==> config.mk <==
export PLATFORM = sky130hd
export DESIGN_NAME = tma_accum
export DESIGN_NICKNAME = d
export VERILOG_FILES = /design/src/hdl/tma_pkg.sv /design/src/hdl/tma_accum.sv
export SDC_FILE = /design/constraint.sdc
export NUM_CORES = 2
export LEC_CHECK = 0
export BUFFER_PORTS_ARGS = -buffer_cell sky130_fd_sc_hd__buf_4
export CORE_UTILIZATION = 50
export DETAILED_ROUTE_END_ITERATION = 8
export PLACE_DENSITY = 0.76
export SLEW_MARGIN = 15
export SYNTH_ARGS = -nofsm -noshare
export SYNTH_HDL_FRONTEND = slang
export SYNTH_SLANG_ARGS = --single-unit
==> constraint.sdc <==
create_clock -name clk_i -period 11.9 [get_ports clk_i]
set_input_delay 0.595 -clock clk_i [delete_from_list [all_inputs] [get_ports clk_i]]
set_output_delay 0.595 -clock clk_i [all_outputs]
set_load 0.02 [all_outputs]
==> src/hdl/tma_pkg.sv <==
// shared types, constants and the saturating-add helper function of the triangle moment accumulator
package tma_pkg;

  localparam int CoordW  = 16;
  localparam int DiffW   = CoordW + 1;
  localparam int ProdW   = 2 * DiffW;
  localparam int CrossW  = ProdW + 1;
  localparam int MagW    = CrossW - 1;
  localparam int SqW     = 2 * MagW;
  localparam int SumW    = SqW + 2;
  localparam int RadW    = 72;
  localparam int RootW   = RadW / 2;
  localparam int RemW    = RootW + 3;
  localparam int WeightW = 32;
  localparam int AccW    = 64;
  localparam int CountW  = 32;
  localparam int SelW    = 4;
  localparam int RootBitsPerCycle = 2;
  localparam int RootCycles       = RootW / RootBitsPerCycle;
  localparam int RootCntW         = $clog2(RootCycles + 1);

  localparam logic [SelW-1:0] SelWeight = 4'd0;
  localparam logic [SelW-1:0] SelFirst  = 4'd1;
  localparam logic [SelW-1:0] SelSquare = 4'd4;
  localparam logic [SelW-1:0] SelCross  = 4'd7;
  localparam logic [SelW-1:0] SelNormal = 4'd10;
  localparam logic [SelW-1:0] SelCount  = 4'd13;

  localparam logic [AccW-1:0] AccMax = {1'b0, {(AccW-1){1'b1}}};
  localparam logic [AccW-1:0] AccMin = {1'b1, {(AccW-1){1'b0}}};

  typedef enum logic [1:0] {
    CMD_NORMAL = 2'd0,
    CMD_INSERT = 2'd1,
    CMD_READ   = 2'd2,
    CMD_NONE   = 2'd3
  } cmd_e;

  typedef enum logic [1:0] {
    STAT_OK    = 2'd0,
    STAT_DEGEN = 2'd1,
    STAT_READ  = 2'd2,
    STAT_SAT   = 2'd3
  } status_e;

  typedef enum logic [3:0] {
    S_IDLE,
    S_DIFF,
    S_PROD,
    S_CROSS,
    S_SQ,
    S_SUM,
    S_CHK,
    S_ROOT,
    S_LANE1,
    S_LANE2,
    S_MERGE,
    S_OUT
  } state_e;

  typedef logic [2:0][CoordW-1:0] vec_t;

  typedef struct packed {
    logic [WeightW-1:0]      w;
    logic [2:0][AccW-1:0]    fm;
    logic [2:0][AccW-1:0]    sq;
    logic [2:0][AccW-1:0]    cr;
    logic [2:0][AccW-1:0]    nm;
  } terms_t;

  typedef struct packed {
    logic add_en;
    logic count_en;
    logic norm_we;
  } acc_ctrl_t;

  // saturating signed add, returns {clip, sum}
  function automatic logic [AccW:0] sat_add(input logic [AccW-1:0] a,
                                            input logic [AccW-1:0] t);
    logic [AccW-1:0] s;
    s = a + t;
    if (a[AccW-1] == t[AccW-1] && s[AccW-1] != a[AccW-1]) begin
      return {1'b1, a[AccW-1] ? AccMin : AccMax};
    end
    return {1'b0, s};
  endfunction

endpackage

==> src/hdl/tma_accum.sv <==
// saturating accumulators, held normal, triangle count and read select
module tma_accum (
  input  logic                     clk_i,
  input  logic                     rst_ni,
  input  tma_pkg::acc_ctrl_t       ctrl_i,
  input  tma_pkg::terms_t          terms_i,
  input  tma_pkg::vec_t            norm_i,
  input  logic [tma_pkg::SelW-1:0] sel_i,
  output tma_pkg::vec_t            norm_o,
  output logic                     clip_o,
  output logic [tma_pkg::AccW-1:0] value_o
);
  import tma_pkg::*;

  logic [AccW-1:0]      tw_q, tw_d;
  logic [2:0][AccW-1:0] fm_q, fm_d, sq_q, sq_d, cr_q, cr_d, nm_q, nm_d;
  logic [CountW-1:0]    cnt_q, cnt_d;
  vec_t                 norm_q;

  always_comb begin
    logic [AccW:0] r;
    logic          clip;
    clip  = 1'b0;
    r     = sat_add(tw_q, {{(AccW-WeightW){1'b0}}, terms_i.w});
    tw_d  = r[AccW-1:0];
    clip |= r[AccW];
    for (int i = 0; i < 3; i++) begin
      r = sat_add(fm_q[i], terms_i.fm[i]); fm_d[i] = r[AccW-1:0]; clip |= r[AccW];
      r = sat_add(sq_q[i], terms_i.sq[i]); sq_d[i] = r[AccW-1:0]; clip |= r[AccW];
      r = sat_add(cr_q[i], terms_i.cr[i]); cr_d[i] = r[AccW-1:0]; clip |= r[AccW];
      r = sat_add(nm_q[i], terms_i.nm[i]); nm_d[i] = r[AccW-1:0]; clip |= r[AccW];
    end
    cnt_d = cnt_q;
    if (ctrl_i.count_en) begin
      if (cnt_q == '1) begin
        clip = 1'b1;
      end else begin
        cnt_d = cnt_q + 1'b1;
      end
    end
    clip_o = ctrl_i.add_en && clip;
  end

  always_ff @(posedge clk_i or negedge rst_ni) begin
    if (!rst_ni) begin
      tw_q   <= '0;
      fm_q   <= '0;
      sq_q   <= '0;
      cr_q   <= '0;
      nm_q   <= '0;
      cnt_q  <= '0;
      norm_q <= '0;
    end else begin
      if (ctrl_i.add_en) begin
        tw_q  <= tw_d;
        fm_q  <= fm_d;
        sq_q  <= sq_d;
        cr_q  <= cr_d;
        nm_q  <= nm_d;
        cnt_q <= cnt_d;
      end
      if (ctrl_i.norm_we) begin
        norm_q <= norm_i;
      end
    end
  end

  always_comb begin
    value_o = '0;
    unique case (sel_i) inside
      SelWeight:                    value_o = tw_q;
      [SelFirst:SelFirst + 4'd2]:   value_o = fm_q[2'(sel_i - SelFirst)];
      [SelSquare:SelSquare + 4'd2]: value_o = sq_q[2'(sel_i - SelSquare)];
      [SelCross:SelCross + 4'd2]:   value_o = cr_q[2'(sel_i - SelCross)];
      [SelNormal:SelNormal + 4'd2]: value_o = nm_q[2'(sel_i - SelNormal)];
      SelCount:                     value_o = {{(AccW-CountW){1'b0}}, cnt_q};
      default:                      value_o = '0;
    endcase
  end

  assign norm_o = norm_q;

endmodule

== Word level (Yosys, flattened, before mapping) ==
Cells that the tools add are included.

* Logic and storage cells: 171
* Flip-flop bits (word level): 912
* Bits of input ports: 857
* Output and inout port bits: 113

* Order comparisons: 12
* Mux-type cells: 63
* Reduce and logical (&&, ||, !) cells: 20
* Add/sub/neg operators: 18
* Equality and inequality tests: 27
* Bitwise gates (word level): 14

{| class="wikitable"
|+ Operators with widths
! kind !! number
|-
| $mux 65 || 26
|-
| $mux 64 || 17
|-
| $add 64x64->64 || 12
|-
| $bmux 64 s2 || 4
|-
| $pmux 64 s6 || 1
|-
| $add 64x32->64 || 1
|-
| $add 32x1->32 const B || 1
|-
| $eq 32x32->1 const B || 1
|-
| $logic_and 1x1->1 || 18
|-
| $mux 1 || 15
|-
| $ne 1x1->1 || 13
|-
| $eq 1x1->1 || 12
|-
| $lt 2x3->1 const B || 4
|-
| $or 1x1->1 || 12
|-
| $ge 4x3->1 const B || 2
|-
| $le 4x4->1 const B || 2
|-
| $eq 4x4->1 const B || 1
|-
| $ge 4x1->1 const B || 1
|-
| $ge 4x4->1 const B || 1
|-
| $le 4x2->1 const B || 1
|-
| $le 4x3->1 const B || 1
|-
| $logic_not 4->1 || 1
|-
| $sub 2x1->2 const B || 2
|-
| $sub 2x2->2 const B || 2
|-
| 2 further kinds || 3
|}

== Logic depth before layout (Yosys ltp) ==
* Depth in word-level cells: 20
* Depth in mapped cells: 18

== Worst setup path before layout ==
No wires, ideal clock.

* Path kind: in2out
* From: input port terms_i[260] (netlist name)
* To: output port clip_o
* Required time: 11305 ps
* Stages on the path: 14
* Path buffers: 0
* Data arrival time: 4298 ps
* Slack: 7007 ps
* Cell sequence: ha_1 -> o21a_1 -> o21a_1 -> a311o_1 -> a211oi_2 -> nor2_1 -> or3_4 -> a41oi_4 -> o21a_4 -> nor2_2 -> or4b_1 -> nor4_1 -> or4b_1 -> o31a_1

* Word-level cells in the longest chain between the ends: 14

{| class="wikitable"
|+ RTL lines
! item !! line !! text
|-
| start, declared || tma_accum.sv:6 || <nowiki>input tma_pkg::terms_t terms_i,</nowiki>
|-
| $add 64x64->64 * || tma_pkg.sv:81 || <nowiki>s = a + t;</nowiki>
|-
| $ne 1x1->1 * || tma_pkg.sv:82 || <nowiki>if (a[AccW-1] == t[AccW-1] && s[AccW-1] != a[AccW-1]) begin</nowiki>
|-
| $logic_and 1x1->1 * || tma_pkg.sv:82 ||
|-
| $mux 1 * || tma_pkg.sv:82 ||
|-
| $mux 65 * || tma_pkg.sv:85 || <nowiki>return {1'b0, s};</nowiki>
|-
| $or 1x1->1 * || tma_accum.sv:30 || <nowiki>r = sat_add(cr_q[i], terms_i.cr[i]); cr_d[i] = r[AccW-1:0]; clip |= r[AccW];</nowiki>
|-
| $or 1x1->1 * || tma_accum.sv:31 || <nowiki>r = sat_add(nm_q[i], terms_i.nm[i]); nm_d[i] = r[AccW-1:0]; clip |= r[AccW];</nowiki>
|-
| $or 1x1->1 * || tma_accum.sv:28 || <nowiki>r = sat_add(fm_q[i], terms_i.fm[i]); fm_d[i] = r[AccW-1:0]; clip |= r[AccW];</nowiki>
|-
| $or 1x1->1 * || tma_accum.sv:29 || <nowiki>r = sat_add(sq_q[i], terms_i.sq[i]); sq_d[i] = r[AccW-1:0]; clip |= r[AccW];</nowiki>
|-
| $or 1x1->1 * || tma_accum.sv:30 ||
|-
| $or 1x1->1 * || tma_accum.sv:31 ||
|-
| $mux 1 || tma_accum.sv:35 || <nowiki>if (cnt_q == '1) begin</nowiki>
|-
| $mux 1 * || tma_accum.sv:34 || <nowiki>if (ctrl_i.count_en) begin</nowiki>
|-
| $logic_and 1x1->1 * || tma_accum.sv:41 || <nowiki>clip_o = ctrl_i.add_en && clip;</nowiki>
|-
| end, declared || tma_accum.sv:10 || <nowiki>output logic clip_o,</nowiki>
|}

Every way passes the cells marked *; elsewhere a longest branch is shown, timed or not.

== Final worst setup path ==
* From: register cr_q[131] (netlist name)
* To: output port clip_o

* Word-level cells in the longest chain between the ends: 10

{| class="wikitable"
|+ RTL lines
! item !! line !! text
|-
| start, declared || tma_accum.sv:16 || <nowiki>logic [2:0][AccW-1:0] fm_q, fm_d, sq_q, sq_d, cr_q, cr_d, nm_q, nm_d;</nowiki>
|-
| start signal, assigned || tma_accum.sv:58 || <nowiki>cr_q <= cr_d;</nowiki>
|-
| $add 64x64->64 * || tma_pkg.sv:81 ||
|-
| $ne 1x1->1 * || tma_pkg.sv:82 ||
|-
| $logic_and 1x1->1 * || tma_pkg.sv:82 ||
|-
| $mux 1 * || tma_pkg.sv:82 ||
|-
| $mux 65 * || tma_pkg.sv:85 ||
|-
| $or 1x1->1 * || tma_accum.sv:30 ||
|-
| $or 1x1->1 * || tma_accum.sv:31 ||
|-
| $mux 1 || tma_accum.sv:35 ||
|-
| $mux 1 * || tma_accum.sv:34 ||
|-
| $logic_and 1x1->1 * || tma_accum.sv:41 ||
|}

Marks and branches as above.

==> flow_summary.yaml <==
routing:
  drc: 0
  drt-total-wl_microns: 395000
  antenna_left: 0
  wl_per_cell_microns: 27.3
  vias: 93500
  drt_iter0_markers: 10700
  viasPerCell: 6.46
  first_pass_iters: 8
flow_run:
  max_cap_viol_count: 0
sta:
  rsz0062_at_grt: "no"
  fin_worst_skew_ns: 0.0204
  post-route-period-util: 0.629
  setup_viol: 0
  maxSlewHeadroom: 0.117
  drv_slew: 0
  worst_pin_slew_ns: 1.32
  period_needed_ns: 7.48
  fmax_mhz: 134
  setup_tns_ns: 0
  hold_ws_ns: 0.0404
  finalHoldViolCount: 0
synthesis:
  async_flop_share: 1.00
  synth_xor_area_frac: 0.0729
  yosysWarnings: 0
  syn_inst: 11400
  synth-simple-area-share: 0.177
  synthMuxAreaShare: 0.0396
  ys_ff_latch: 912
  syn_nets: 13000
  synth_area_per_cell_sq_um: 7.69
  synth_seq_area_share: 0.261
  synth_enable_flop_cells: 0
  synth_area_sq_um: 87500
  synthFlopType: "dfrtp_1"
  synth_compound_area_frac: 0.295
  synth.distinct_cells: 90
  synth_top_family_by_area: "compound AO/OA/AOI/OAI gates"
  synth_adder_area_share: 0.116
clock_tree:
  ctsResizeCount: 0
  clock_latency_ns: 0.80
  cts_tree: "done"
  clock_path_buffers: 3
  clock_tree.root_cell: "clkbuf_16"
  cts_num_sinks: 912
  htreeDepth: 3
  numCtsBuffers: 115
  clk_pin_slew_ns: 0.06
global_routing:
  first_global_vias: 86600
  track_usage: 0.428
  grt_pass1_wl_microns: 565000
  overflow: 0
  grt_max_degree: 144
  antenna_found_initial: 134
setup_path:
  cp.buffers_inverters: 2
  slowest_delay_ns: 0.57
  start_kind: "flip-flop"
  crit_path_top_delay_cell: "or4b_1"
  cp_top_family: "compound AO/OA/AOI/OAI gates"
  path_max_fanout: 44
  required_ns: 11.31
  end_kind: "output pin"
  worstPathCellList: "ha_1 > a21oi_1 > nor2b_1 > nor4b_1 > o31ai_1 > o2111ai_1 > a31oi_1 > a211oi_1 > o21ai_0 > a21oi_1 > o21ba_2 > buf_4 > nand3_1 > or4b_1 > o31a_1 > buf_4"
  crit_arrival_ns: 6.89
  crit_type: "flip-flop to output pin"
die:
  io_pins: 970
  start_util: 0.503
  dieWidth_microns: 420
  fp.dieH_microns: 420
  rows: 153
  die_area_sq_um: 177000
  core_area_sq_um: 174000
finish:
  area_delta_synth_final_pct: 15.2
  drive_gt1_frac: 0.118
  fin_nets: 13600
  fin_cells: 14500
  finalInstanceArea_sq_um: 101000
power:
  ir_worst_vdd_mv: 0.170
  p_leak_nw: 46.7
  power_density_nw_per_um2: 297
place:
  placed_cells: 14100
  placed_area_sq_um: 96100
  gp_congestion: 1.07
  hpwlAfterDp_microns: 309000
  port_buffers: 969
run_status:
  status: "completed"
min_path:
  worstHoldPathType: "input port to flip-flop"
sequential cells by signal (all words and copies together), names as in the netlist:
name	flops
fm_q	192
cr_q	192
nm_q	192
norm_o	48
sq_q	192
tw_q	64
cnt_q	32
through the flow:
stage,utilization,power (W),worst slack (ns)
after global placement,0.553,0.0251,5.25
after global routing,0.579,0.0319,4.23
final,0.579,0.0299,4.42
after detailed placement,0.553,0.0254,5.17
after floorplan,-,0.0198,7.01
after CTS,0.578,0.0293,4.61
final timing paths:
kind	startpoint	end	slack (ns)	cells after the start
max in group asynchronous	rst_ni	cr_q[160]$_DFFE_PN0P_	9.06	4
min in group asynchronous	rst_ni	sq_q[83]$_DFFE_PN0P_	0.47	2
max	cr_q[131]$_DFFE_PN0P_	clip_o	4.42	16
max reg2reg	nm_q[1]$_DFFE_PN0P_	nm_q[57]$_DFFE_PN0P_	6.40	16
min reg2reg	cnt_q[8]$_DFFE_PN0P_	cnt_q[8]$_DFFE_PN0P_	0.51	1
min	terms_i[319]	cr_q[127]$_DFFE_PN0P_	0.04	3
layer usage:
metal	part of all wire	track usage	vias up
met5	0.00048	0	-
met1	0.38	0.517	44900
met3	0.086	0.0882	1160
met4	0.10	0.383	28
li1	-	-	42600
met2	0.43	0.643	4844
worst reg2reg max path: stages, from the launching register on:
cell	delay [ns]
dfrtp_1	0.47
ha_1	0.35
a211oi_1	0.21
o21bai_1	0.13
o211ai_1	0.29
o311ai_1	0.22
a21oi_1	0.50
nor3_1	0.15
nor3_1	0.55
o41ai_2	0.24
a31oi_1	0.54
o32ai_2	0.26
buf_4	0.24
nor2_4	0.18
buf_4	0.59
o22ai_1	0.26
nor3b_1	0.23
Yosys cell counts (35+ instances only):
cell type / count / area, sq um
mux2_2: 72 / 811
o211ai_1: 57 / 428
o21bai_1: 161 / 1210
nor3_1: 110 / 551
or3_1: 96 / 601
a21boi_0: 35 / 263
o21a_1: 95 / 713
mux2i_1: 265 / 2650
o21ai_0: 615 / 3080
nand3_1: 218 / 1090
o31ai_1: 62 / 465
buf_1: 46 / 173
clkbuf_1: 587 / 2200
nand2_1: 749 / 2810
nor2b_1: 110 / 688
xor2_1: 274 / 2400
a21o_1: 563 / 4230
a211oi_1: 78 / 586
nand4_1: 138 / 863
a31oi_1: 117 / 732
and3_1: 123 / 769
dfrtp_1: 912 / 22800
o22ai_1: 80 / 500
ha_1: 793 / 9920
a21oi_1: 2022 / 10100
or2_2: 35 / 219
nand2b_1: 114 / 713
and2_1: 53 / 332
nor2_1: 1552 / 5830
o221ai_1: 44 / 385
inv_1: 251 / 942
xnor2_1: 454 / 3980
cell usage in the layout (no fill, tap or decap), types with 274 or more instances in the layout:
| cell | count |
|---|---|
| a21o_1 | 563 |
| a21oi_1 | 2021 |
| buf_4 | 1039 |
| dfrtp_1 | 912 |
| ha_1 | 792 |
| nand2_1 | 748 |
| nor2_1 | 1546 |
| o21ai_0 | 615 |
| xnor2_1 | 454 |
| xor2_1 | 274 |
cell type report:
class / instances / area (sq um)
diodes: 119 / 298
clock buffers: 163 / 3370
repair buffers: 1081 / 8300
fillers: 16300 / 73100
multi-input cells: 9568 / 61500
inverters: 251 / 947
flip-flops and latches: 912 / 22800
well taps: 2325 / 2910
clock inverters: 48 / 587
power by group:
| group | total, W | switching, W | leakage, nW | internal [W] |
|---|---|---|---|---|
| sequential | 0.00632 | 0.00178 | 10.6 | 0.00454 |
| combinational | 0.0198 | 0.0118 | 34.2 | 0.00796 |
| clock | 0.00379 | 0.00159 | 1.94 | 0.00220 |
logic make-up (layout without fill, tap and decap cells):
kind of cell | after synthesis | after routing
and+or+nand+nor | 3427 | 3427
xor gates and xnor gates | 728 | 728
muxes | 337 | 337
other | 0 | 119
adders and majority gates | 806 | 806
buffers and inverters | 893 | 1543
DFF | 912 | 912
AOI/OAI and AO/OA | 4270 | 4270
what timing repair did:
item / 4_1_cts / 5_1_grt
hold buffers: 32 / 0
endpoints found under the setup margin: 0 / 0
hold endpoints to repair: 135 / 0
setup buffers: 0 / 0
Power figures use the tool's default switching activity.
