--- src/hdl/tma_pkg.sv ---
// shared types, constants and the saturating-add helper function of the triangle moment accumulator
package tma_pkg;

  localparam int CoordW  = 16;
  localparam int DiffW   = CoordW + 1;
  localparam int ProdW   = 2 * DiffW;
  localparam int CrossW  = ProdW + 1;
  localparam int MagW    = CrossW - 1;
  localparam int SqW     = 2 * MagW;
  localparam int SumW    = SqW + 2;
  localparam int RadW    = 72;
  localparam int RootW   = RadW / 2;
  localparam int RemW    = RootW + 3;
  localparam int WeightW = 32;
  localparam int AccW    = 64;
  localparam int CountW  = 32;
  localparam int SelW    = 4;
  localparam int RootBitsPerCycle = 2;
  localparam int RootCycles       = RootW / RootBitsPerCycle;
  localparam int RootCntW         = $clog2(RootCycles + 1);

  localparam logic [SelW-1:0] SelWeight = 4'd0;
  localparam logic [SelW-1:0] SelFirst  = 4'd1;
  localparam logic [SelW-1:0] SelSquare = 4'd4;
  localparam logic [SelW-1:0] SelCross  = 4'd7;
  localparam logic [SelW-1:0] SelNormal = 4'd10;
  localparam logic [SelW-1:0] SelCount  = 4'd13;

  localparam logic [AccW-1:0] AccMax = {1'b0, {(AccW-1){1'b1}}};
  localparam logic [AccW-1:0] AccMin = {1'b1, {(AccW-1){1'b0}}};

  typedef enum logic [1:0] {
    CMD_NORMAL = 2'd0,
    CMD_INSERT = 2'd1,
    CMD_READ   = 2'd2,
    CMD_NONE   = 2'd3
  } cmd_e;

  typedef enum logic [1:0] {
    STAT_OK    = 2'd0,
    STAT_DEGEN = 2'd1,
    STAT_READ  = 2'd2,
    STAT_SAT   = 2'd3
  } status_e;

  typedef enum logic [3:0] {
    S_IDLE,
    S_DIFF,
    S_PROD,
    S_CROSS,
    S_SQ,
    S_SUM,
    S_CHK,
    S_ROOT,
    S_LANE1,
    S_LANE2,
    S_MERGE,
    S_OUT
  } state_e;

  typedef logic [2:0][CoordW-1:0] vec_t;

  typedef struct packed {
    logic [WeightW-1:0]      w;
    logic [2:0][AccW-1:0]    fm;
    logic [2:0][AccW-1:0]    sq;
    logic [2:0][AccW-1:0]    cr;
    logic [2:0][AccW-1:0]    nm;
  } terms_t;

  typedef struct packed {
    logic add_en;
    logic count_en;
    logic norm_we;
  } acc_ctrl_t;

  // saturating signed add, returns {clip, sum}
  function automatic logic [AccW:0] sat_add(input logic [AccW-1:0] a,
                                            input logic [AccW-1:0] t);
    logic [AccW-1:0] s;
    s = a + t;
    if (a[AccW-1] == t[AccW-1] && s[AccW-1] != a[AccW-1]) begin
      return {1'b1, a[AccW-1] ? AccMin : AccMax};
    end
    return {1'b0, s};
  endfunction

endpackage

--- src/hdl/tma_root.sv ---
// digit-by-digit square root with the divide-by-six of the root folded in
module tma_root (
  input  logic                        clk_i,
  input  logic                        rst_ni,
  input  logic                        start_i,
  input  logic [tma_pkg::RadW-1:0]    rad_i,
  output logic                        done_o,
  output logic [tma_pkg::WeightW-1:0] weight_o
);
  import tma_pkg::*;

  logic [RadW-1:0]     rad_q, rad_d;
  logic [RemW-1:0]     rem_q, rem_d;
  logic [RootW-1:0]    root_q, root_d;
  logic [WeightW-1:0]  quo_q, quo_d;
  logic [1:0]          r3_q, r3_d;
  logic [RootCntW-1:0] cnt_q;
  logic                done_q;

  always_comb begin
    logic [RemW-1:0] trial;
    logic            b;
    logic [2:0]      v;
    logic            qb;
    rad_d  = rad_q;
    rem_d  = rem_q;
    root_d = root_q;
    quo_d  = quo_q;
    r3_d   = r3_q;
    for (int j = 0; j < RootBitsPerCycle; j++) begin
      rem_d = {rem_d[RemW-3:0], rad_d[RadW-1 -: 2]};
      rad_d = {rad_d[RadW-3:0], 2'b00};
      trial = {1'b0, root_d, 2'b01};
      b     = (rem_d >= trial);
      if (b) begin
        rem_d = rem_d - trial;
      end
      root_d = {root_d[RootW-2:0], b};
      // the final root bit is dropped: root / 6 == (root >> 1) / 3
      if (!(cnt_q == RootCntW'(1) && j == RootBitsPerCycle - 1)) begin
        v     = {r3_d, 1'b0} + {2'b00, b};
        qb    = (v >= 3'd3);
        r3_d  = qb ? 2'(v - 3'd3) : v[1:0];
        quo_d = {quo_d[WeightW-2:0], qb};
      end
    end
  end

  always_ff @(posedge clk_i or negedge rst_ni) begin
    if (!rst_ni) begin
      cnt_q  <= '0;
      done_q <= 1'b0;
    end else begin
      done_q <= 1'b0;
      if (start_i) begin
        cnt_q <= RootCntW'(RootCycles);
      end else if (cnt_q != '0) begin
        cnt_q <= cnt_q - 1'b1;
        if (cnt_q == RootCntW'(1)) begin
          done_q <= 1'b1;
        end
      end
    end
  end

  always_ff @(posedge clk_i) begin
    if (start_i) begin
      rad_q  <= rad_i;
      rem_q  <= '0;
      root_q <= '0;
      quo_q  <= '0;
      r3_q   <= '0;
    end else if (cnt_q != '0) begin
      rad_q  <= rad_d;
      rem_q  <= rem_d;
      root_q <= root_d;
      quo_q  <= quo_d;
      r3_q   <= r3_d;
    end
  end

  assign done_o   = done_q;
  assign weight_o = quo_q;

endmodule

--- config.mk ---
export PLATFORM = sky130hd
export DESIGN_NAME = tma_root
export DESIGN_NICKNAME = d
export VERILOG_FILES = /design/src/hdl/tma_pkg.sv /design/src/hdl/tma_root.sv
export SDC_FILE = /design/constraint.sdc
export NUM_CORES = 1
export LEC_CHECK = 0
export ABC_CLOCK_PERIOD_IN_PS = 10300
export BUFFER_PORTS_ARGS = -buffer_cell sky130_fd_sc_hd__buf_4
export CORE_AREA = 2 2 129 156
export CTS_BUF_LIST = sky130_fd_sc_hd__clkbuf_8 sky130_fd_sc_hd__clkbuf_16
export DETAILED_ROUTE_END_ITERATION = 6
export DIE_AREA = 0 0 131 158
export HOLD_SLACK_MARGIN = 0.06
export PLACE_DENSITY = 0.86
export REMOVE_ABC_BUFFERS = 1
export SETUP_SLACK_MARGIN = 0.02
export SLEW_MARGIN = 0
export SYNTH_ARGS = -nofsm -noshare
export SYNTH_HDL_FRONTEND = slang
export SYNTH_SLANG_ARGS = --single-unit
--- constraint.sdc ---
create_clock -name clk_i -period 10.3 [get_ports clk_i]
set_input_delay 0 -clock clk_i [delete_from_list [all_inputs] [get_ports clk_i]]
set_output_delay 0 -clock clk_i [all_outputs]
set_load 0.005 [all_outputs]
* After elaboration in Yosys (flattened, before gate mapping)
Cells that the tools add are included.
Storage, ports and cells: output and inout port bits 33, bits in registers 185, logic and storage cells 34
Cells by class: multiplexer cells 13, reductions and logical operators 2, equal/unequal tests 1, magnitude comparators 4, add/sub/neg operators 7
Operators by type and width (count):
- 72-bit 2-to-1 mux | 2
- 39-bit by 38-bit >= comparator with 1-bit output | 2
- 37-bit 2-to-1 mux | 2
- 37-bit subtractor | 2
- 32-bit 2-to-1 mux | 1
- 5-bit 2-to-1 mux | 2
- 3-bit by 1-bit adder with 3-bit output | 2
- 3-bit by 2-bit >= comparator with 1-bit output (second input constant) | 2
- 2-bit 2-to-1 mux | 3
- 5-bit by 1-bit == test with 1-bit output (second input constant) | 1
- 5-bit nonzero test | 1
- 5-bit by 1-bit subtractor with 5-bit output (second input constant) | 1
- 2-bit subtractor (second input constant) | 2
- 1-bit 2-to-1 mux | 3
- 2-bit nonzero test | 1

* Depth between registers and ports, before layout
Gate-level depths: netlist of the first run.
depth after elaboration 8, gate-level depth with buffers 33, depth with buffers taken out 29

* Worst setup path after synthesis of the first run
No wires, ideal clock.
kind reg-to-reg, from reg root_q[23], to reg r3_q[1], clock period less this slack 6.011 ns, stages on the path, launching flop included 31, required time 10.178 ns, arrival time 5.890 ns, slack 4.289 ns, library setup time 0.122 ns, cell sequence dfxtp_1 > inv_1 > ha_1 > buf_2 > nand2_1 > or3_1 > or4_1 > o21a_4 > inv_6 > buf_2 > buf_1 > a21oi_1 > ha_1 > a21o_1 > a21o_1 > a21o_1 > a21o_1 > a211o_1 > a21oi_1 > a21oi_1 > o211ai_1 > and2_1 > buf_6 > inv_8 > buf_8 > buf_6 > ha_1 > a21oi_1 > or4_1 > o21ba_1 > a221o_1
RTL lines:
- from (decl) | RTL line tma_root.sv:14 | logic [RootW-1:0] root_q, root_d;
- from (signal assigned) | RTL line tma_root.sv:76 | root_q <= root_d;
- 39-bit by 38-bit >= comparator with 1-bit output * | RTL line tma_root.sv:34 | b = (rem_d >= trial);
- named net root_d[1] | RTL line tma_root.sv:14
- 37-bit 2-to-1 mux | RTL line tma_root.sv:35 | if (b) begin
- 39-bit by 38-bit >= comparator with 1-bit output * | RTL line tma_root.sv:34
- named net root_d[0] | RTL line tma_root.sv:14
- 3-bit by 1-bit adder with 3-bit output * | RTL line tma_root.sv:41 | v = {r3_d, 1'b0} + {2'b00, b};
- 3-bit by 2-bit >= comparator with 1-bit output / 2-bit subtractor (equally long branches) | RTL line tma_root.sv:42, tma_root.sv:43
- 2-bit 2-to-1 mux * | RTL line tma_root.sv:43 | r3_d = qb ? 2'(v - 3'd3) : v[1:0];
- 2-bit 2-to-1 mux * | RTL line tma_root.sv:40 | if (!(cnt_q == RootCntW'(1) && j == RootBitsPerCycle - 1)) begin
- to (signal assigned) | RTL line tma_root.sv:78 | r3_q <= r3_d;
- to (decl) | RTL line tma_root.sv:16 | logic [1:0] r3_q, r3_d;
The timed path passes the listed nets; every way through them passes the cells marked *. A chain may end at the register's enable or synchronous reset.

* Worst setup path in the final report of the first run
from reg root_q[2], to reg r3_q[1]
On the way: word-level cells in the longest chain between the ends 8
RTL lines (RTL line):
- parallel branches: the longest is 7 deep, another holds 39-bit by 38-bit >= comparator with 1-bit output
- 2-bit 2-to-1 mux * | tma_root.sv:40
Every way passes the cells marked *.

==> flow_results.org, run 1 <==
** STA
- Post-layout min period :: about 7 ns
- Measured against its own limit, the worst slew margin works out to 16.5%.
- Final slew viol count :: 0
- For this run, the top clock speed supported by timing is ~140 MHz.
- Setup slack on the critical path of the routed design comes to between 3 and 4 ns.
- Setup repair after global routing missed its margin :: no
- Count of endpoints failing setup in the final report :: 0
- Number of hold-slack violations in the final timing report :: 0
- Actual slew at the worst max-slew pin :: around 1.3 ns
- Setup clock skew after layout :: about 0.018 ns
- The final critical path takes up ~67% of the cycle.
- Sum Neg Setup Slack :: 0 ns

** Placed design
- The number of placed instances, taps included, is roughly 1700.
- DP Worst Slack :: approximately 3.7 ns
- In this run the tool buffered the top-level ports with 107 buffer cells.
- Routability-driven placement finished with a final weighted congestion of roughly 0.92.
- Final HPWL DP :: 22700 µm

** Routing
- After detailed routing, the total wire length is roughly 40000 µm.
- Routed via count divided by cell count :: roughly 6.6
- Initial drt markers :: between 1000 and 1500
- In this run the remaining antenna-violating nets after routing total 0.
- The first TritonRoute pass finished after 6 iterations.
- Number of vias in the routed layout :: between 10000 and 15000
- In the routed design, unresolved DRC markers number 0.
- Wire per inst :: 21.5 µm

** Worst hold path
- Origin of the worst min-delay path :: rad_i[19]
- The worst hold path terminates at rad_q[19].
- Worst Hold Class :: in -> reg
- Depth of the worst hold-timing path :: 3

** Cells and area
- Share of post-route cells with drive strength above 1 :: 14.9%
- The area growth from synthesis to layout is 17.5%.
- Final #Nets :: about 1700
- Leaving out filler cells and counting taps, the final layout contains between 1500 and 2000.
- Cells fill between 70% and 80% of the core in the end.

** Yosys
- After synthesis the cells add up to 0.0124 mm².
- Post-synth top flop :: sky130_fd_sc_hd__dfxtp_1
- Yosys mapped the design onto 80 distinct sky130hd cell types.
- Synth area leaders :: sky130_fd_sc_hd__edfxtp_1 (17%), sky130_fd_sc_hd__dfxtp_1 (17%), sky130_fd_sc_hd__ha_1 (8.2%), sky130_fd_sc_hd__nand2_1 (6.7%), sky130_fd_sc_hd__mux2_2 (6.4%)
- Of all flip-flops after synthesis, the portion carrying an async set or reset was 3.24%.
- The share of the Yosys chip area taken by registers is a little over a third.
- The top cell type by area accounts for 17.4% of the synthesized area.
- The cell count after synthesis came out at ~1500.
- The largest total area in the synthesized netlist belongs to sky130_fd_sc_hd__edfxtp_1.
- In this run, synthesis inferred between 70 and 80 flip-flops with an integrated enable.
- Synth Warn # :: 0
- FF+latch count, synth :: about 190
- A synthesized cell averages around 8.5 µm².

** Die
- In this run the count of I/O pins placed on the die edge is ~110.
- The floorplan step defined a die boundary enclosing 0.0207 mm².
- Initial Utilization :: roughly 64%
- After floorplanning, the core was sized to cover between 0.015 and 0.02 mm².
- Width of the chip :: 131 µm
- Placement Rows :: 56
- From bottom edge to top edge, the die measures 158 µm.

** Worst setup path
- Counting both buffers and inverters, the worst setup path holds a total of 3.
- Endpoint type of the worst setup path :: register
- Data on the critical path is required at its endpoint by roughly 11 ns.
- Capture point of the worst reg-to-reg path :: r3_q[1]
- Broken down by cell family, the worst path's largest delay share belongs to compound AO/OA/AOI/OAI gates.
- Max Fanout on Critical Path :: 45
- Crit-path most repeated cell :: sky130_fd_sc_hd__a21oi_1
- The worst register-to-register path begins at root_q[2].
- For the worst flop-to-flop path, the logic depth is 26.
- STA classifies the critical path startpoint as a register.
- Worst setup slack for register-to-register paths :: ~3.4 ns
- Maximum single-stage delay on the critical path :: approximately 0.55 ns
- The slowest stage of the critical path belongs to the cell sky130_fd_sc_hd__o21a_4.
- By startpoint and endpoint, the worst setup path is classified as reg -> reg.
- Arrival time worst endpoint :: 7.30 ns

** GRT
- In the global route stage, overall resource usage came out at about two fifths.
- Global routing finished with a remaining overflow of 0.
- The via count of the first global-routing pass was 11800.
- The number of antenna violations at the first check in global routing was 1.
- The first global-routing pass estimated a little over 60000 µm of wire.
- Pin count of the biggest net entering global routing :: 88

** Clock tree
- Clock-pin slew was measured on the worst setup and hold paths at ~0.090 ns.
- TritonCTS clock tree :: built
- Clock insertion delay at the later pin of the skew report :: 0.45 ns
- TritonCTS created 17 clock buffers.
- The clock net in this run drives a total of 185 sinks.
- No sink is reached through more buffers than the 2 on the longest clock path.
- # H-tree levels :: 4
- Root buf cell :: sky130_fd_sc_hd__clkbuf_16

** Run status
- The run finished with clean final reports.

** Run
- Max-cap violations in this run came to 0.
-- registers in the layout (all words and copies together), names as in the netlist --
name      flops
done_o        1
rem_q        37
root_q       36
r3_q          2
weight_o     32
rad_q        72
cnt_q         5
-- layout by cell type (no fill, tap or decap), drive strengths merged, types with 8 or more instances in the layout --
cell type / count
a21o: 33
edfxtp: 72
nand2b: 8
a21oi: 138
buf: 113
xor2: 26
o21a: 9
mux2: 71
o31a: 8
ha: 81
nand3: 27
nand2: 222
inv: 79
a211oi: 27
and2: 13
dfxtp: 107
nor2: 134
nor2b: 13
dlygate4sd3: 75
o21ai: 63
a311oi: 37
and3: 10
clkbuf: 17
xnor2: 32
nand4: 15
or3: 8
a31oi: 10
o21bai: 15
mux2i: 15
nor3: 25
-- area by class of cell --
| cell class | instances | area [µm²] |
|---|---|---|
| fillers | 1225 | 4700 |
| clock inverters | 15 | 164 |
| well taps | 261 | 327 |
| flip-flops and latches | 185 | 4450 |
| repair buffers | 188 | 1600 |
| diodes | 1 | 2.50 |
| multi-input cells | 1117 | 7330 |
| inverters | 67 | 264 |
| clock buffers | 17 | 425 |
-- through the flow --
stage          area, µm²  hold WS [ns]
3_3_place_gp       13200        -0.189
5_1_grt            14600         0.410
4_1_cts            14600         0.374
6_report           14600         0.408
2_1_floorplan      12000        -0.296
3_5_place_dp       13200        -0.189
-- synth_stat cells (32+ instances only) --
library cell,n
sky130_fd_sc_hd__ha_1,81
sky130_fd_sc_hd__a311oi_1,36
sky130_fd_sc_hd__mux2_2,71
sky130_fd_sc_hd__dfxtp_1,107
sky130_fd_sc_hd__inv_1,65
sky130_fd_sc_hd__a21o_1,33
sky130_fd_sc_hd__nor2_1,134
sky130_fd_sc_hd__nand2_1,222
sky130_fd_sc_hd__edfxtp_1,72
sky130_fd_sc_hd__clkbuf_1,69
sky130_fd_sc_hd__a21oi_1,137
sky130_fd_sc_hd__o21ai_0,55
sky130_fd_sc_hd__xnor2_1,32
-- kinds of logic after synthesis --
logic type,Yosys count,synth area share (%)
AND/OR/NAND/NOR,501,17.9
AO/OA/AOI/OAI,391,21.2
flip-flops,185,35.9
buffers and inverters,151,5.05
multiplexers,86,7.66
adder cells (fa/ha/maj),81,8.17
XOR/XNOR,58,4.10
-- routing by layer --
layer / share of wire [%] / track usage [%] / vias to the layer above
met5: 0 / 0 / -
met4: 6.6 / 23.8 / 0
met3: 9.2 / 7.37 / 240
met2: 48 / 65.3 / 880
met1: 36 / 45.0 / 5546
li1: - / - / 5473
-- worst min-delay path: stages --
cell,delay (ns)
sky130_fd_sc_hd__dlygate4sd3_1,0.53
sky130_fd_sc_hd__buf_4,0.10
sky130_fd_sc_hd__mux2_2,0.13
-- worst max path at each step --
stage                     startpoint      end  slack (ns)  depth (start not counted)
after global routing       root_q[2]  r3_q[1]        3.05                         27
final                      root_q[2]  r3_q[1]        3.40                         26
after floorplan           root_q[23]  r3_q[1]        4.15                         25
after CTS                  root_q[3]  r3_q[1]        3.65                         27
after detailed placement   root_q[3]  r3_q[1]        3.75                         27
after global placement     root_q[0]  r3_q[1]        3.78                         26
-- repair_timing --
action	CTS	global route
gates resized for setup	0	0
setup buffers	0	0
hold buffers	75	0
hold endpoints to repair	125	0
Power of run 1 is left out: the tool's default activity adds up to more than one toggle a clock period on the data nets, which glitch-free logic cannot reach.
==> inputs of run 2 (changes only) <==
- ABC_CLOCK_PERIOD_IN_PS: 10300 -> 6900
- CORE_AREA: 2 2 129 156 -> 2 2 134 162
- DIE_AREA: 0 0 131 158 -> 0 0 136 164
- PLACE_DENSITY: 0.86 -> 0.8
- clock period: 10.3 -> 6.9 ns (I/O delays scaled with it)
==> flow_results.org, run 2 (synthesized netlist as in run 1, its figures left out) <==
** Run status
- The flow ran to the end, and the final reports show no timing, DRC or antenna violations.

** Die
- Width of the chip :: 136 µm
- Die outline height :: around 160 µm
- The die covers between 0.02 and 0.025 mm².
- The total area inside the core boundary comes to ~0.021 mm².
- Initial Utilization :: 59.7%
- Placement Rows :: 58
- Pin placement for this block handled between 100 and 150 I/O pins.

** Cells and area
- The repair_antennas step left the layout with diodes totalling 0.
- Number of flip-flops in the largest register :: 72
- Most frequent cells in the layout :: sky130_fd_sc_hd__nand2_1 (221), sky130_fd_sc_hd__a21oi_1 (137), sky130_fd_sc_hd__nor2_1 (133), sky130_fd_sc_hd__buf_4 (114), sky130_fd_sc_hd__dfxtp_1 (107)
- The library cell used most frequently in the layout, excluding fill and tap cells, is sky130_fd_sc_hd__nand2_1.
- Excluding fillers, the count of instances in the completed layout stands at 1861.
- For this run, the post-layout net count is about 1700.
- Post-synthesis to final-layout area growth :: 17.8%
- Largest registers in the final layout :: rad_q: 72 flops, rem_q: 37 flops, root_q: 36 flops
- Share of post-route cells with drive strength above 1 :: between 10% and 20%
- rad_q holds more flip-flops than any other register.

** Clock tree
- In this run, CTS created clock tree buffers numbering 17.
- Clock insertion delay at the later pin of the skew report :: roughly 0.45 ns
- Root buf cell :: sky130_fd_sc_hd__clkbuf_16
- After clock tree synthesis, the clock-pin slew on the worst setup and hold paths is ~0.090 ns.
- Number of buffers added for setup after CTS :: 0
- TritonCTS clock tree :: built
- Counting along the longest clock path gives a buffer depth of 2.
- Sinks on Clock Net :: about 190
- # H-tree levels :: 4

** Worst setup path
- Slowest CP cell :: sky130_fd_sc_hd__a2111oi_4
- Number of cell instances on the worst register-to-register path :: 26
- The worst setup path is of the reg -> reg kind.
- The worst setup path is captured at a register.
- In this run the critical register-to-register path is captured at r3_q[1].
- Crit-path most repeated cell :: sky130_fd_sc_hd__a21oi_1
- The worst register-to-register path begins at root_q[4].
- Max Fanout on Critical Path :: 45
- Worst setup slack for register-to-register paths :: between 0.2 and 0.25 ns
- Kind of launch point of the worst setup path :: register
- Arrival time worst endpoint :: a little over 7 ns
- Data required time of the critical path :: roughly 7.3 ns
- On the worst path, the slowest cell contributes a delay of approximately 0.56 ns.

** Worst hold path
- Origin of the worst min-delay path :: start_i
- Worst Hold Class :: in -> reg
- Depth of the worst hold-timing path :: 2
- For hold timing, the worst endpoint is cnt_q[2].

** Placed design
- At the end of routability-driven placement, the weighted congestion stood at 0.979.
- Inst Count DP :: 1754
- Final HPWL DP :: 21800 µm
- Port buffer count :: between 100 and 150

** STA
- For this run, the top clock speed supported by timing is 149 MHz.
- Measured against its own limit, the worst slew margin works out to between 10 and 15%.
- Count of endpoints failing setup in the final report :: 0
- Sum Neg Setup Slack :: 0 ns
- Setup repair after global routing missed its margin :: no
- Setup clock skew after layout :: 0.0204 ns
- Actual slew at the worst max-slew pin :: roughly 1.3 ns
- Post-layout min period :: 6.69 ns
- Final slew viol count :: 0
- The number of hold violations in the final report came to 0.
- Dividing the final minimum period by the clock period gives a little over nine tenths.

** Routing
- Post-route DRC :: 0
- For this run, the detailed router's first-pass iteration total came to 5.
- Drt total wl :: between 30000 and 40000 µm
- Initial drt markers :: between 900 and 1000
- Detail Route Antenna Nets :: 0
- Number of vias in the routed layout :: 11700
- Routed via count divided by cell count :: around 6.3
- Wire per inst :: a little under 20 µm

** GRT
- Entering global routing, the biggest net connects 94 pins.
- Initial antenna violation count :: 0
- The first global-routing pass estimated just under 60000 µm of wire.
- Overall routing resource usage :: about a third
- Overall overflow remaining after global route :: 0
- Number of global-route vias before repair :: approximately 11000

** Run
- Maxcap violations :: 0
## run 2: changes by cell type in the layout (fill, tap and decap cells not counted), sizes merged
| cell | previous run | this run |
|---|---|---|
| dlygate4sd3 | 75 | 74 |
| clkinv | 3 | 5 |
| buf | 113 | 115 |
| diode | 1 | 0 |
| inv | 79 | 77 |
| o21a | 9 | 10 |
## run 2: metal layers
metal | global-route usage, % | up-vias | part of all wire [%]
met5 | 0 | - | 0
met4 | 13.4 | 0 | 4.1
met3 | 4.81 | 111 | 6.1
met2 | 58.0 | 543 | 50
met1 | 39.6 | 5607 | 40
li1 | - | 5488 | -
## run 2: how the worst max path moves through the flow
stage	startpoint	to	slack [ns]	cells after the start
floorplan	root_q[23]	r3_q[1]	0.75	25
global placement	root_q[4]	r3_q[1]	0.55	27
detailed placement	root_q[4]	r3_q[1]	0.39	26
CTS	root_q[4]	r3_q[1]	0.31	26
global route	root_q[8]	r3_q[1]	0.02	26
finish	root_q[4]	r3_q[1]	0.21	26
## run 2: through the flow
step / hold WS (ns) / worst slack, ns / utilization, % / instance area (µm²)
2_1_floorplan: -0.296 / 0.747 / - / 12000
6_report: 0.0774 / 0.205 / 70.4 / 14600
3_5_place_dp: -0.189 / 0.392 / 63.8 / 13300
4_1_cts: 0.0829 / 0.307 / 70.3 / 14600
3_3_place_gp: -0.191 / 0.555 / 63.8 / 13300
5_1_grt: 0.0985 / 0.0224 / 70.4 / 14600
## run 2: timing repair
item	in CTS	in global routing
endpoints found under the hold margin	78	0
setup endpoints to repair	0	2
resized for setup	0	5
hold buffers	74	0
## run 2: cell type report
class / instances / area [µm²]
multi-input combinational: 1118 / 7340
fill: 1560 / 6150
sequential: 185 / 4450
timing repair buffer: 189 / 1610
clock buffer: 17 / 425
tap: 270 / 338
inverter: 67 / 272
clock inverter: 15 / 166
## run 2: critical path: cells and delay by family (launching register included)
kind / cells / cell delay, ns
AND/OR/NAND/NOR: 5 / 1.27
buffers and inverters: 3 / 0.56
adder cells (fa/ha/maj): 3 / 1.03
AO/OA/AOI/OAI: 15 / 3.37
flip-flops: 1 / 0.35
Power of run 2 is left out for the same reason.
